### src/rtl/csimd_pkg.sv
package csimd_pkg;

	localparam int unsigned SAMPLE_W    = 8;
	localparam int unsigned MAG_W       = 8;
	localparam int unsigned SUM_W       = 20;
	localparam int unsigned CNT_W       = 13;
	localparam int unsigned FRAME_W     = 32;
	localparam int unsigned MEAN_W      = 16;
	localparam int unsigned LEVEL_W     = 24;
	localparam int unsigned PROD_W      = 32;
	localparam int unsigned FRAC_W      = 8;
	localparam int unsigned DEC_W       = 8;
	localparam int unsigned CALIB_W     = 16;
	localparam int unsigned NOISE_W     = 15;
	localparam int unsigned GAIN_W      = 16;
	localparam int unsigned CFG_DATA_W  = 24;
	localparam int unsigned CFG_IDX_W   = 3;
	localparam int unsigned QUEUE_DEPTH = 2;
	localparam int unsigned QPTR_W      = $clog2(QUEUE_DEPTH);
	localparam int unsigned QCNT_W      = $clog2(QUEUE_DEPTH + 1);
	localparam int unsigned DIV_W       = 32;
	localparam int unsigned DIVISOR_W   = 13;
	localparam int unsigned DIV_REM_W   = DIVISOR_W + 1;
	localparam int unsigned DIV_STEP_W  = $clog2(DIV_W);

	localparam logic [DEC_W-1:0]   DECIMATION_RST  = 8'd20;
	localparam logic [CALIB_W-1:0] CALIBRATION_RST = 16'd100;
	localparam logic [NOISE_W-1:0] NOISE_RST       = 15'd256;
	localparam logic [GAIN_W-1:0]  GAIN_RST        = 16'd256;
	localparam logic [LEVEL_W-1:0] ALARM_RST       = 24'd1280;

	typedef enum logic [CFG_IDX_W-1:0] {
		REG_DECIMATION  = 3'd0,
		REG_CALIBRATION = 3'd1,
		REG_NOISE_FLOOR = 3'd2,
		REG_SCALE_GAIN  = 3'd3,
		REG_ALARM_LEVEL = 3'd4
	} reg_idx_t;

	typedef struct packed {
		logic [DEC_W-1:0]   decimation;
		logic [CALIB_W-1:0] calib_span;
		logic [NOISE_W-1:0] quiet_floor;
		logic [GAIN_W-1:0]  scale_gain;
		logic [LEVEL_W-1:0] alarm_level;
	} cfg_t;

	typedef struct packed {
		logic [FRAME_W-1:0] frame_count;
		logic [SUM_W-1:0]   sum;
		logic [CNT_W-1:0]   cnt;
	} frame_t;

	typedef struct packed {
		logic                 start;
		logic [DIV_W-1:0]     dividend;
		logic [DIVISOR_W-1:0] divisor;
	} div_req_t;

	typedef struct packed {
		logic                 done;
		logic [DIV_W-1:0]     quotient;
		logic [DIV_REM_W-1:0] remainder;
	} div_rsp_t;

	typedef enum logic [2:0] {
		ST_IDLE,
		ST_MOD,
		ST_DIV,
		ST_MUL,
		ST_RES
	} back_state_t;

endpackage

### src/rtl/csimd_front.sv
module csimd_front #(
	parameter int unsigned MAX_FRAME_SAMPLES = 512
) (
	input  logic                                    clk,
	input  logic                                    arst_n,
	input  logic                                    in_valid,
	output logic                                    in_ready,
	input  logic signed [csimd_pkg::SAMPLE_W-1:0]   sample,
	input  logic                                    last_in_frame,
	input  logic                                    q_full,
	output logic                                    push,
	output csimd_pkg::frame_t                       push_data
);

	localparam logic [csimd_pkg::CNT_W-1:0] MaxCnt = csimd_pkg::CNT_W'(MAX_FRAME_SAMPLES);

	logic [csimd_pkg::SUM_W-1:0]   sum_q;
	logic [csimd_pkg::CNT_W-1:0]   cnt_q;
	logic [csimd_pkg::FRAME_W-1:0] frame_q;

	logic                          accept;
	logic                          take;
	logic [csimd_pkg::MAG_W-1:0]   mag;
	logic [csimd_pkg::SUM_W-1:0]   sum_nxt;
	logic [csimd_pkg::CNT_W-1:0]   cnt_nxt;
	logic [csimd_pkg::FRAME_W-1:0] frame_nxt;

	assign in_ready  = !q_full;
	assign accept    = in_valid && in_ready;
	assign take      = accept && (cnt_q < MaxCnt);
	assign mag       = sample[csimd_pkg::SAMPLE_W-1] ? csimd_pkg::MAG_W'(-sample)
		: csimd_pkg::MAG_W'(sample);
	assign sum_nxt   = take ? sum_q + csimd_pkg::SUM_W'(mag) : sum_q;
	assign cnt_nxt   = take ? cnt_q + csimd_pkg::CNT_W'(1) : cnt_q;
	assign frame_nxt = frame_q + csimd_pkg::FRAME_W'(1);

	assign push                  = accept && last_in_frame;
	assign push_data.frame_count = frame_nxt;
	assign push_data.sum         = sum_nxt;
	assign push_data.cnt         = cnt_nxt;

	always_ff @(posedge clk or negedge arst_n) begin
		if (!arst_n) begin
			sum_q   <= '0;
			cnt_q   <= '0;
			frame_q <= '0;
		end else if (accept) begin
			if (last_in_frame) begin
				sum_q   <= '0;
				cnt_q   <= '0;
				frame_q <= frame_nxt;
			end else begin
				sum_q <= sum_nxt;
				cnt_q <= cnt_nxt;
			end
		end
	end

endmodule

### src/rtl/csimd_queue.sv
module csimd_queue (
	input  logic              clk,
	input  logic              arst_n,
	input  logic              push,
	input  csimd_pkg::frame_t push_data,
	output logic              full,
	input  logic              pop,
	output logic              head_valid,
	output csimd_pkg::frame_t head_data
);

	csimd_pkg::frame_t                 mem_q [csimd_pkg::QUEUE_DEPTH];
	logic [csimd_pkg::QPTR_W-1:0]      wr_ptr_q;
	logic [csimd_pkg::QPTR_W-1:0]      rd_ptr_q;
	logic [csimd_pkg::QCNT_W-1:0]      count_q;

	assign full       = (count_q == csimd_pkg::QCNT_W'(csimd_pkg::QUEUE_DEPTH));
	assign head_valid = (count_q != '0);
	assign head_data  = mem_q[rd_ptr_q];

	always_ff @(posedge clk) begin
		if (push) begin
			mem_q[wr_ptr_q] <= push_data;
		end
	end

	always_ff @(posedge clk or negedge arst_n) begin
		if (!arst_n) begin
			wr_ptr_q <= '0;
			rd_ptr_q <= '0;
			count_q  <= '0;
		end else begin
			if (push) begin
				wr_ptr_q <= (wr_ptr_q == csimd_pkg::QPTR_W'(csimd_pkg::QUEUE_DEPTH - 1))
					? '0 : wr_ptr_q + csimd_pkg::QPTR_W'(1);
			end
			if (pop) begin
				rd_ptr_q <= (rd_ptr_q == csimd_pkg::QPTR_W'(csimd_pkg::QUEUE_DEPTH - 1))
					? '0 : rd_ptr_q + csimd_pkg::QPTR_W'(1);
			end
			if (push && !pop) begin
				count_q <= count_q + csimd_pkg::QCNT_W'(1);
			end else if (pop && !push) begin
				count_q <= count_q - csimd_pkg::QCNT_W'(1);
			end
		end
	end

endmodule

### src/rtl/csimd_div.sv
module csimd_div (
	input  logic                clk,
	input  logic                arst_n,
	input  csimd_pkg::div_req_t req,
	output csimd_pkg::div_rsp_t rsp
);

	logic [csimd_pkg::DIV_REM_W-1:0]  rem_q;
	logic [csimd_pkg::DIV_W-1:0]      quo_q;
	logic [csimd_pkg::DIVISOR_W-1:0]  dvs_q;
	logic [csimd_pkg::DIV_STEP_W-1:0] step_q;
	logic                             busy_q;
	logic                             done_q;

	logic [csimd_pkg::DIV_REM_W-1:0]  trial;
	logic [csimd_pkg::DIV_REM_W-1:0]  dvs_ext;
	logic                             ge;
	logic [csimd_pkg::DIV_REM_W-1:0]  rem_nxt;

	assign trial   = {rem_q[csimd_pkg::DIVISOR_W-1:0], quo_q[csimd_pkg::DIV_W-1]};
	assign dvs_ext = {1'b0, dvs_q};
	assign ge      = (trial >= dvs_ext);
	assign rem_nxt = ge ? trial - dvs_ext : trial;

	assign rsp.done      = done_q;
	assign rsp.quotient  = quo_q;
	assign rsp.remainder = rem_q;

	always_ff @(posedge clk) begin
		if (req.start) begin
			rem_q <= '0;
			quo_q <= req.dividend;
			dvs_q <= req.divisor;
		end else if (busy_q) begin
			rem_q <= rem_nxt;
			quo_q <= {quo_q[csimd_pkg::DIV_W-2:0], ge};
		end
	end

	always_ff @(posedge clk or negedge arst_n) begin
		if (!arst_n) begin
			step_q <= '0;
			busy_q <= 1'b0;
			done_q <= 1'b0;
		end else if (req.start) begin
			step_q <= '0;
			busy_q <= 1'b1;
			done_q <= 1'b0;
		end else if (busy_q) begin
			step_q <= step_q + csimd_pkg::DIV_STEP_W'(1);
			if (step_q == {csimd_pkg::DIV_STEP_W{1'b1}}) begin
				busy_q <= 1'b0;
				done_q <= 1'b1;
			end
		end else begin
			done_q <= 1'b0;
		end
	end

endmodule

### src/rtl/csimd_back.sv
module csimd_back (
	input  logic                                clk,
	input  logic                                arst_n,
	input  csimd_pkg::cfg_t                     cfg,
	input  logic                                head_valid,
	input  csimd_pkg::frame_t                   head_data,
	output logic                                pop,
	output csimd_pkg::div_req_t                 div_req,
	input  csimd_pkg::div_rsp_t                 div_rsp,
	output logic                                out_valid,
	input  logic                                out_ready,
	output logic [csimd_pkg::LEVEL_W-1:0]       motion_level,
	output logic                                motion_detected,
	output logic                                calibrating,
	output logic                                empty_frame
);

	csimd_pkg::back_state_t          state_q;
	csimd_pkg::back_state_t          state_d;
	csimd_pkg::frame_t               ent_q;
	logic [csimd_pkg::MEAN_W-1:0]    baseline_q;
	logic [csimd_pkg::MEAN_W-1:0]    motion_q;
	logic [csimd_pkg::PROD_W-1:0]    prod_q;
	logic                            res_calib_q;
	logic                            res_empty_q;
	logic                            out_valid_q;
	logic [csimd_pkg::LEVEL_W-1:0]   level_q;
	logic                            det_q;
	logic                            calib_q;
	logic                            empty_q;

	logic [csimd_pkg::DEC_W-1:0]     dec_eff;
	logic                            is_calib;
	logic [csimd_pkg::MEAN_W-1:0]    mean;
	logic [csimd_pkg::MEAN_W-1:0]    diff;
	logic [csimd_pkg::MEAN_W-1:0]    gated;
	logic [csimd_pkg::LEVEL_W-1:0]   level_w;
	logic                            load;

	assign dec_eff  = (cfg.decimation == '0) ? csimd_pkg::DEC_W'(1) : cfg.decimation;
	assign is_calib = ent_q.frame_count < csimd_pkg::FRAME_W'(cfg.calib_span);
	assign mean     = div_rsp.quotient[csimd_pkg::MEAN_W-1:0];
	assign diff     = (mean >= baseline_q) ? mean - baseline_q : baseline_q - mean;
	assign gated    = (diff < csimd_pkg::MEAN_W'(cfg.quiet_floor)) ? '0 : diff;
	assign level_w  = prod_q[csimd_pkg::PROD_W-1:csimd_pkg::FRAC_W];
	assign load     = (state_q == csimd_pkg::ST_RES) && (!out_valid_q || out_ready);

	always_comb begin
		state_d = state_q;
		pop     = 1'b0;
		div_req = '0;
		case (state_q)
			csimd_pkg::ST_IDLE: begin
				if (head_valid) begin
					pop              = 1'b1;
					div_req.start    = 1'b1;
					div_req.dividend = head_data.frame_count;
					div_req.divisor  = csimd_pkg::DIVISOR_W'(dec_eff);
					state_d          = csimd_pkg::ST_MOD;
				end
			end
			csimd_pkg::ST_MOD: begin
				if (div_rsp.done) begin
					if (div_rsp.remainder != '0) begin
						state_d = csimd_pkg::ST_IDLE;
					end else if (ent_q.cnt == '0) begin
						state_d = csimd_pkg::ST_RES;
					end else begin
						div_req.start    = 1'b1;
						div_req.dividend = csimd_pkg::DIV_W'({ent_q.sum,
							{csimd_pkg::FRAC_W{1'b0}}});
						div_req.divisor  = ent_q.cnt;
						state_d          = csimd_pkg::ST_DIV;
					end
				end
			end
			csimd_pkg::ST_DIV: begin
				if (div_rsp.done) begin
					state_d = is_calib ? csimd_pkg::ST_RES : csimd_pkg::ST_MUL;
				end
			end
			csimd_pkg::ST_MUL: begin
				state_d = csimd_pkg::ST_RES;
			end
			csimd_pkg::ST_RES: begin
				if (load) begin
					state_d = csimd_pkg::ST_IDLE;
				end
			end
			default: begin
				state_d = csimd_pkg::ST_IDLE;
			end
		endcase
	end

	always_ff @(posedge clk or negedge arst_n) begin
		if (!arst_n) begin
			state_q <= csimd_pkg::ST_IDLE;
		end else begin
			state_q <= state_d;
		end
	end

	always_ff @(posedge clk or negedge arst_n) begin
		if (!arst_n) begin
			baseline_q <= '0;
		end else if (state_q == csimd_pkg::ST_DIV && div_rsp.done && is_calib) begin
			baseline_q <= mean;
		end
	end

	always_ff @(posedge clk) begin
		if (pop) begin
			ent_q <= head_data;
		end
		case (state_q)
			csimd_pkg::ST_MOD: begin
				if (div_rsp.done && div_rsp.remainder == '0 && ent_q.cnt == '0) begin
					prod_q      <= '0;
					res_empty_q <= 1'b1;
					res_calib_q <= 1'b0;
				end
			end
			csimd_pkg::ST_DIV: begin
				if (div_rsp.done) begin
					if (is_calib) begin
						prod_q      <= '0;
						res_calib_q <= 1'b1;
						res_empty_q <= 1'b0;
					end else begin
						motion_q <= gated;
					end
				end
			end
			csimd_pkg::ST_MUL: begin
				prod_q      <= csimd_pkg::PROD_W'(motion_q * cfg.scale_gain);
				res_calib_q <= 1'b0;
				res_empty_q <= 1'b0;
			end
			default: begin
			end
		endcase
	end

	// output register
	always_ff @(posedge clk or negedge arst_n) begin
		if (!arst_n) begin
			out_valid_q <= 1'b0;
		end else if (load) begin
			out_valid_q <= 1'b1;
		end else if (out_ready) begin
			out_valid_q <= 1'b0;
		end
	end

	always_ff @(posedge clk) begin
		if (load) begin
			level_q <= level_w;
			det_q   <= (level_w > cfg.alarm_level);
			calib_q <= res_calib_q;
			empty_q <= res_empty_q;
		end
	end

	assign out_valid       = out_valid_q;
	assign motion_level    = level_q;
	assign motion_detected = det_q;
	assign calibrating     = calib_q;
	assign empty_frame     = empty_q;

endmodule

### src/rtl/csi_motion_detector.sv
// from the transaction carrying the frame mark to its result: queue entry, 32-step modulo for
// decimation, 32-step division for the mean (not for empty frames), multiply (measuring frames)
// throughput: one sample per cycle while in_ready is high; a frame mark occupies the shared serial
// divider for the modulo (skipped frame) or the modulo and the division (processed frame), and in_ready drops
// while the two-entry frame queue is full
// reset: asynchronous, clears counters, accumulators, baseline and queue; registers to defaults
module csi_motion_detector #(
	parameter int unsigned MAX_FRAME_SAMPLES = 512
) (
	input  logic                                  clk,
	input  logic                                  arst_n,
	input  logic                                  in_valid,
	output logic                                  in_ready,
	input  logic signed [csimd_pkg::SAMPLE_W-1:0] sample,
	input  logic                                  last_in_frame,
	output logic                                  out_valid,
	input  logic                                  out_ready,
	output logic [csimd_pkg::LEVEL_W-1:0]         motion_level,
	output logic                                  motion_detected,
	output logic                                  calibrating,
	output logic                                  empty_frame,
	input  logic                                  cfg_we,
	input  logic [csimd_pkg::CFG_IDX_W-1:0]       cfg_index,
	input  logic [csimd_pkg::CFG_DATA_W-1:0]      cfg_data
);

	csimd_pkg::cfg_t     cfg_q;
	logic                q_full;
	logic                push;
	csimd_pkg::frame_t   push_data;
	logic                pop;
	logic                head_valid;
	csimd_pkg::frame_t   head_data;
	csimd_pkg::div_req_t div_req;
	csimd_pkg::div_rsp_t div_rsp;

	always_ff @(posedge clk or negedge arst_n) begin
		if (!arst_n) begin
			cfg_q.decimation  <= csimd_pkg::DECIMATION_RST;
			cfg_q.calib_span  <= csimd_pkg::CALIBRATION_RST;
			cfg_q.quiet_floor <= csimd_pkg::NOISE_RST;
			cfg_q.scale_gain  <= csimd_pkg::GAIN_RST;
			cfg_q.alarm_level <= csimd_pkg::ALARM_RST;
		end else if (cfg_we) begin
			case (cfg_index)
				csimd_pkg::REG_DECIMATION: begin
					cfg_q.decimation <= cfg_data[csimd_pkg::DEC_W-1:0];
				end
				csimd_pkg::REG_CALIBRATION: begin
					cfg_q.calib_span <= cfg_data[csimd_pkg::CALIB_W-1:0];
				end
				csimd_pkg::REG_NOISE_FLOOR: begin
					cfg_q.quiet_floor <= cfg_data[csimd_pkg::NOISE_W-1:0];
				end
				csimd_pkg::REG_SCALE_GAIN: begin
					cfg_q.scale_gain <= cfg_data[csimd_pkg::GAIN_W-1:0];
				end
				csimd_pkg::REG_ALARM_LEVEL: begin
					cfg_q.alarm_level <= cfg_data[csimd_pkg::LEVEL_W-1:0];
				end
				default: begin
				end
			endcase
		end
	end

	csimd_front #(
		.MAX_FRAME_SAMPLES(MAX_FRAME_SAMPLES)
	) u_front (
		.clk          (clk),
		.arst_n       (arst_n),
		.in_valid     (in_valid),
		.in_ready     (in_ready),
		.sample       (sample),
		.last_in_frame(last_in_frame),
		.q_full       (q_full),
		.push         (push),
		.push_data    (push_data)
	);

	csimd_queue u_queue (
		.clk       (clk),
		.arst_n    (arst_n),
		.push      (push),
		.push_data (push_data),
		.full      (q_full),
		.pop       (pop),
		.head_valid(head_valid),
		.head_data (head_data)
	);

	csimd_div u_div (
		.clk   (clk),
		.arst_n(arst_n),
		.req   (div_req),
		.rsp   (div_rsp)
	);

	csimd_back u_back (
		.clk            (clk),
		.arst_n         (arst_n),
		.cfg            (cfg_q),
		.head_valid     (head_valid),
		.head_data      (head_data),
		.pop            (pop),
		.div_req        (div_req),
		.div_rsp        (div_rsp),
		.out_valid      (out_valid),
		.out_ready      (out_ready),
		.motion_level   (motion_level),
		.motion_detected(motion_detected),
		.calibrating    (calibrating),
		.empty_frame    (empty_frame)
	);

endmodule

### config.mk
export PLATFORM = sky130hd
export DESIGN_NAME = csi_motion_detector
export DESIGN_NICKNAME = d
export VERILOG_FILES = /design/src/rtl/csimd_pkg.sv /design/src/rtl/csimd_front.sv /design/src/rtl/csimd_queue.sv /design/src/rtl/csimd_div.sv /design/src/rtl/csimd_back.sv /design/src/rtl/csi_motion_detector.sv
export SDC_FILE = /design/constraint.sdc
export NUM_CORES = 1
export LEC_CHECK = 0
export ABC_AREA = 1
export BUFFER_PORTS_ARGS = -buffer_cell sky130_fd_sc_hd__buf_2
export CORE_MARGIN = 8
export CORE_UTILIZATION = 35
export DETAILED_ROUTE_END_ITERATION = 8
export PLACE_DENSITY = 0.58
export SYNTH_ARGS = -nofsm -noshare
export SYNTH_HDL_FRONTEND = slang
export SYNTH_SLANG_ARGS = --single-unit
export TNS_END_PERCENT = 30
### constraint.sdc
create_clock -name clk -period 7.29 [get_ports clk]
set_clock_uncertainty 0.1 [all_clocks]
set_input_delay 1.458 -clock clk [delete_from_list [all_inputs] [get_ports clk]]
set_output_delay 1.458 -clock clk [all_outputs]
set_load 0.02 [all_outputs]
==> results.sh <==
export IMPL_min_from="u_back.res_empty_q$_DFFE_PP_"
export IMPL_fp_dieArea_sq_um=106000
export IMPL_synth_flop_cell="edfxtp_1"
export IMPL_synth_edf_count=309
export IMPL_hold_class="reg -> reg"
export IMPL_status="complete, no violations"
export IMPL_die_h_um=326
export IMPL_ys_types=48
export IMPL_drt_wl_total_mm=86.9
export IMPL_rr_startpoint="u_back.motion_q[2]$_SDFFCE_PN0P_"
export IMPL_fillerInstances=9640
export IMPL_drt_antenna_violating_nets=0
export IMPL_grt_usage=0.162
export IMPL_ir_drop_v=0.000458
export IMPL_r2r_end="u_back.prod_q[29]$_SDFFCE_PP0P_"
export IMPL_start_util=0.353
export IMPL_antenna_found_initial=6
export IMPL_setup_viol_count_final=0
export IMPL_grt_max_degree=86
export IMPL_tritoncts="yes"
export IMPL_numPortBuffers=69
export IMPL_p_per_area_nw_per_um2=495
export IMPL_syn_mean_instance_area_sq_um=8.49
export IMPL_drv_slew=0
export IMPL_cap_violations=0
export IMPL_min_path_cells=0
export IMPL_num_rows=113
export IMPL_critical_path_top_delay_family="adder cells"
export IMPL_rsz0062_at_grt="no"
export IMPL_hold_viol_final=0
export IMPL_boundaryPins=70
export IMPL_clock_latency_ns=0.66
export IMPL_cts_resized=0
export IMPL_layout_commonest_cell="nand2_1"
export IMPL_synth_async_reset_ratio=0.351
export IMPL_cts_buffers=54
export IMPL_cp_start_kind="flip-flop"
export IMPL_leakage_nw=18.2
export IMPL_worstSetupPathType="reg -> reg"
export IMPL_syn_cell_area_sq_um=33600
export IMPL_clock_sinks=498
export IMPL_clkTransAtPathRegs_ns=0.07
export IMPL_finalPower_mw=18.4
export IMPL_via_per_inst=4.74
export IMPL_yosys_warnings=0
export IMPL_grt_pass1_vias=25000
export IMPL_path_max_fanout=16
export IMPL_max_freq_mhz=156
export IMPL_clk_path_buf_depth=3
export IMPL_multi_input_area_sq_um=16400
export IMPL_nNetsFinal=4414
export IMPL_drive_above_1_share=0.0611
export IMPL_slew_headroom=0.250
export IMPL_core_sq_um=95000
export IMPL_min_period_over_period=0.878
export IMPL_synthCells=3953
export IMPL_cts_setup_buffers=0
export IMPL_tightest_slew_ns=1.12
export IMPL_cp_slowest_stage_delay_ns=0.97
export IMPL_final_min_clock_period_ns=6.40
export IMPL_seq_power_share=0.251
export IMPL_clkPwrFrac=0.161
export IMPL_layout_area_overhead_vs_synth_pct=10.5
export IMPL_drtPass1Iterations=7
export IMPL_synth_nets=4403
export IMPL_ys_seq_area_frac=0.416
export IMPL_required_ns=7.58
export IMPL_combPwrFrac=0.587
export IMPL_post_route_util=0.390
export IMPL_min_to="u_back.empty_frame$_DFFE_PP_"
export IMPL_htreeDepth=2
export IMPL_r2r_slack_ns=0.89
export IMPL_grt_pass1_wl_mm=139
export IMPL_path_buf_inv=3
export IMPL_arrival_ns=6.69
export IMPL_grt_overflow_total=0
export IMPL_vias=25000
export IMPL_place_ws_ns=0.953
export IMPL_hpwl_mm=65.0
export IMPL_hold_buffers=0
export IMPL_drc=0
export IMPL_tns_ns=0
export IMPL_swShare=0.493
export IMPL_synth_ff_latch_count=498
export IMPL_p_int_mw=9.31
export IMPL_final_cell_mix="nand2_1, inv_1, edfxtp_1"
export IMPL_critPathCaptureType="flip-flop"
export IMPL_gp_congestion=0.866
export IMPL_finalWorstSetupSlack_ns=0.893
export IMPL_holdWs_ns=0.312
export IMPL_worstPathCellList="nand2_1 > inv_1 > fa_1 > fa_1 > fa_1 > fa_1 > fa_1 > inv_1 > fa_1 > inv_1 > ha_1 > nand2_1 > o21ai_0 > a21oi_1 > nor2_1 > nor2_1 > a21oi_1 > nor2_1"
export IMPL_p_sw_mw=9.05
export IMPL_drtIter0Drc=1711
export IMPL_wl_per_cell_um=16.5
export IMPL_clockRootBuffer="clkbuf_16"
export IMPL_fp_dieW_um=326
export IMPL_r2r_cells=18
export IMPL_crit_top_cell="fa_1"
export IMPL_ff_latch_area_sq_um=14000
export IMPL_slowest_stage="edfxtp_1"
## worst max path at each step
stage	startpoint	to	slack [ns]	depth (start not counted)
after floorplan	cfg_q[32]$_DFFE_PN1P_	u_back.prod_q[28]$_SDFFCE_PP0P_	1.48	23
after global placement	u_back.motion_q[2]$_SDFFCE_PN0P_	u_back.prod_q[29]$_SDFFCE_PP0P_	0.88	19
after detailed placement	u_back.motion_q[2]$_SDFFCE_PN0P_	u_back.prod_q[29]$_SDFFCE_PP0P_	0.95	19
after CTS	u_back.motion_q[13]$_SDFFCE_PN0P_	u_back.prod_q[29]$_SDFFCE_PP0P_	0.95	19
after global routing	u_back.motion_q[13]$_SDFFCE_PN0P_	u_back.prod_q[29]$_SDFFCE_PP0P_	0.60	19
final	u_back.motion_q[2]$_SDFFCE_PN0P_	u_back.prod_q[29]$_SDFFCE_PP0P_	0.89	18
## routing by layer
metal  share of wire  track usage
met1            0.46        0.224
met2            0.45        0.259
met3           0.061       0.0284
met4           0.030       0.0517
met5               0            0
## power by group through the flow
stage | registers, mW | clock network, mW | logic, mW
floorplan | 4.43 | 0 | 7.86
global placement | 4.65 | 0 | 10.8
detailed placement | 4.67 | 0 | 10.8
CTS | 4.62 | 3.04 | 10.9
global route | 4.70 | 3.16 | 12.4
finish | 4.62 | 2.96 | 10.8
## sequential cells by signal (all words and copies together) (netlist names), 13 cells and up
name and flops:
cfg_q 79, u_back.baseline_q 16, u_back.ent_q 65, u_back.motion_level 24, u_back.motion_q 16, u_back.prod_q 24, u_div.dvs_q 13, u_div.quo_q 32
u_div.rem_q 14, u_front.cnt_q 13, u_front.frame_q 32, u_front.sum_q 20, u_queue.mem_q 130
## cells by family (layout without fill, tap and decap cells)
group / count (synthesis) / in the layout / share of synthesized area
xor+xnor: 75 / 75 / 0.0196
buf+inv: 867 / 923 / 0.0984
simple gates: 1724 / 1724 / 0.209
flops: 498 / 498 / 0.416
other cells: 0 / 2 / 0
compound gates: 380 / 380 / 0.0607
fa+ha+maj: 409 / 409 / 0.196
## area by class of cell
| cell class | instances | share of cell area |
|---|---|---|
| inverters | 731 | 0.0740 |
| well taps | 1265 | 0.0427 |
| clock buffers | 69 | 0.0393 |
| diodes | 2 | 0.000135 |
| clock inverters | 32 | 0.0127 |
| flip-flops and latches | 498 | 0.376 |
| multi-input cells | 2588 | 0.441 |
| repair buffers | 91 | 0.0140 |
## synth_stat cells (50+ instances only)
library cell / number / area (sq um)
nand3_1: 113 / 566
fa_1: 197 / 3940
o21ai_0: 186 / 931
a21oi_1: 135 / 676
edfxtp_1: 309 / 9280
ha_1: 212 / 2650
xor2_1: 62 / 543
nand4_1: 50 / 313
dfrtp_1: 166 / 4150
nor2_1: 205 / 769
clkbuf_1: 106 / 398
inv_1: 724 / 2720
nand2_1: 1243 / 4670
## through the flow
stage,cell area (sq um),std cells
final,37100,5276
after global routing,37100,5274
after CTS,37100,5274
after detailed placement,35100,5173
after global placement,35100,5173
after floorplan,33600,3953
Note: power is estimated with default switching activity, not from simulation.
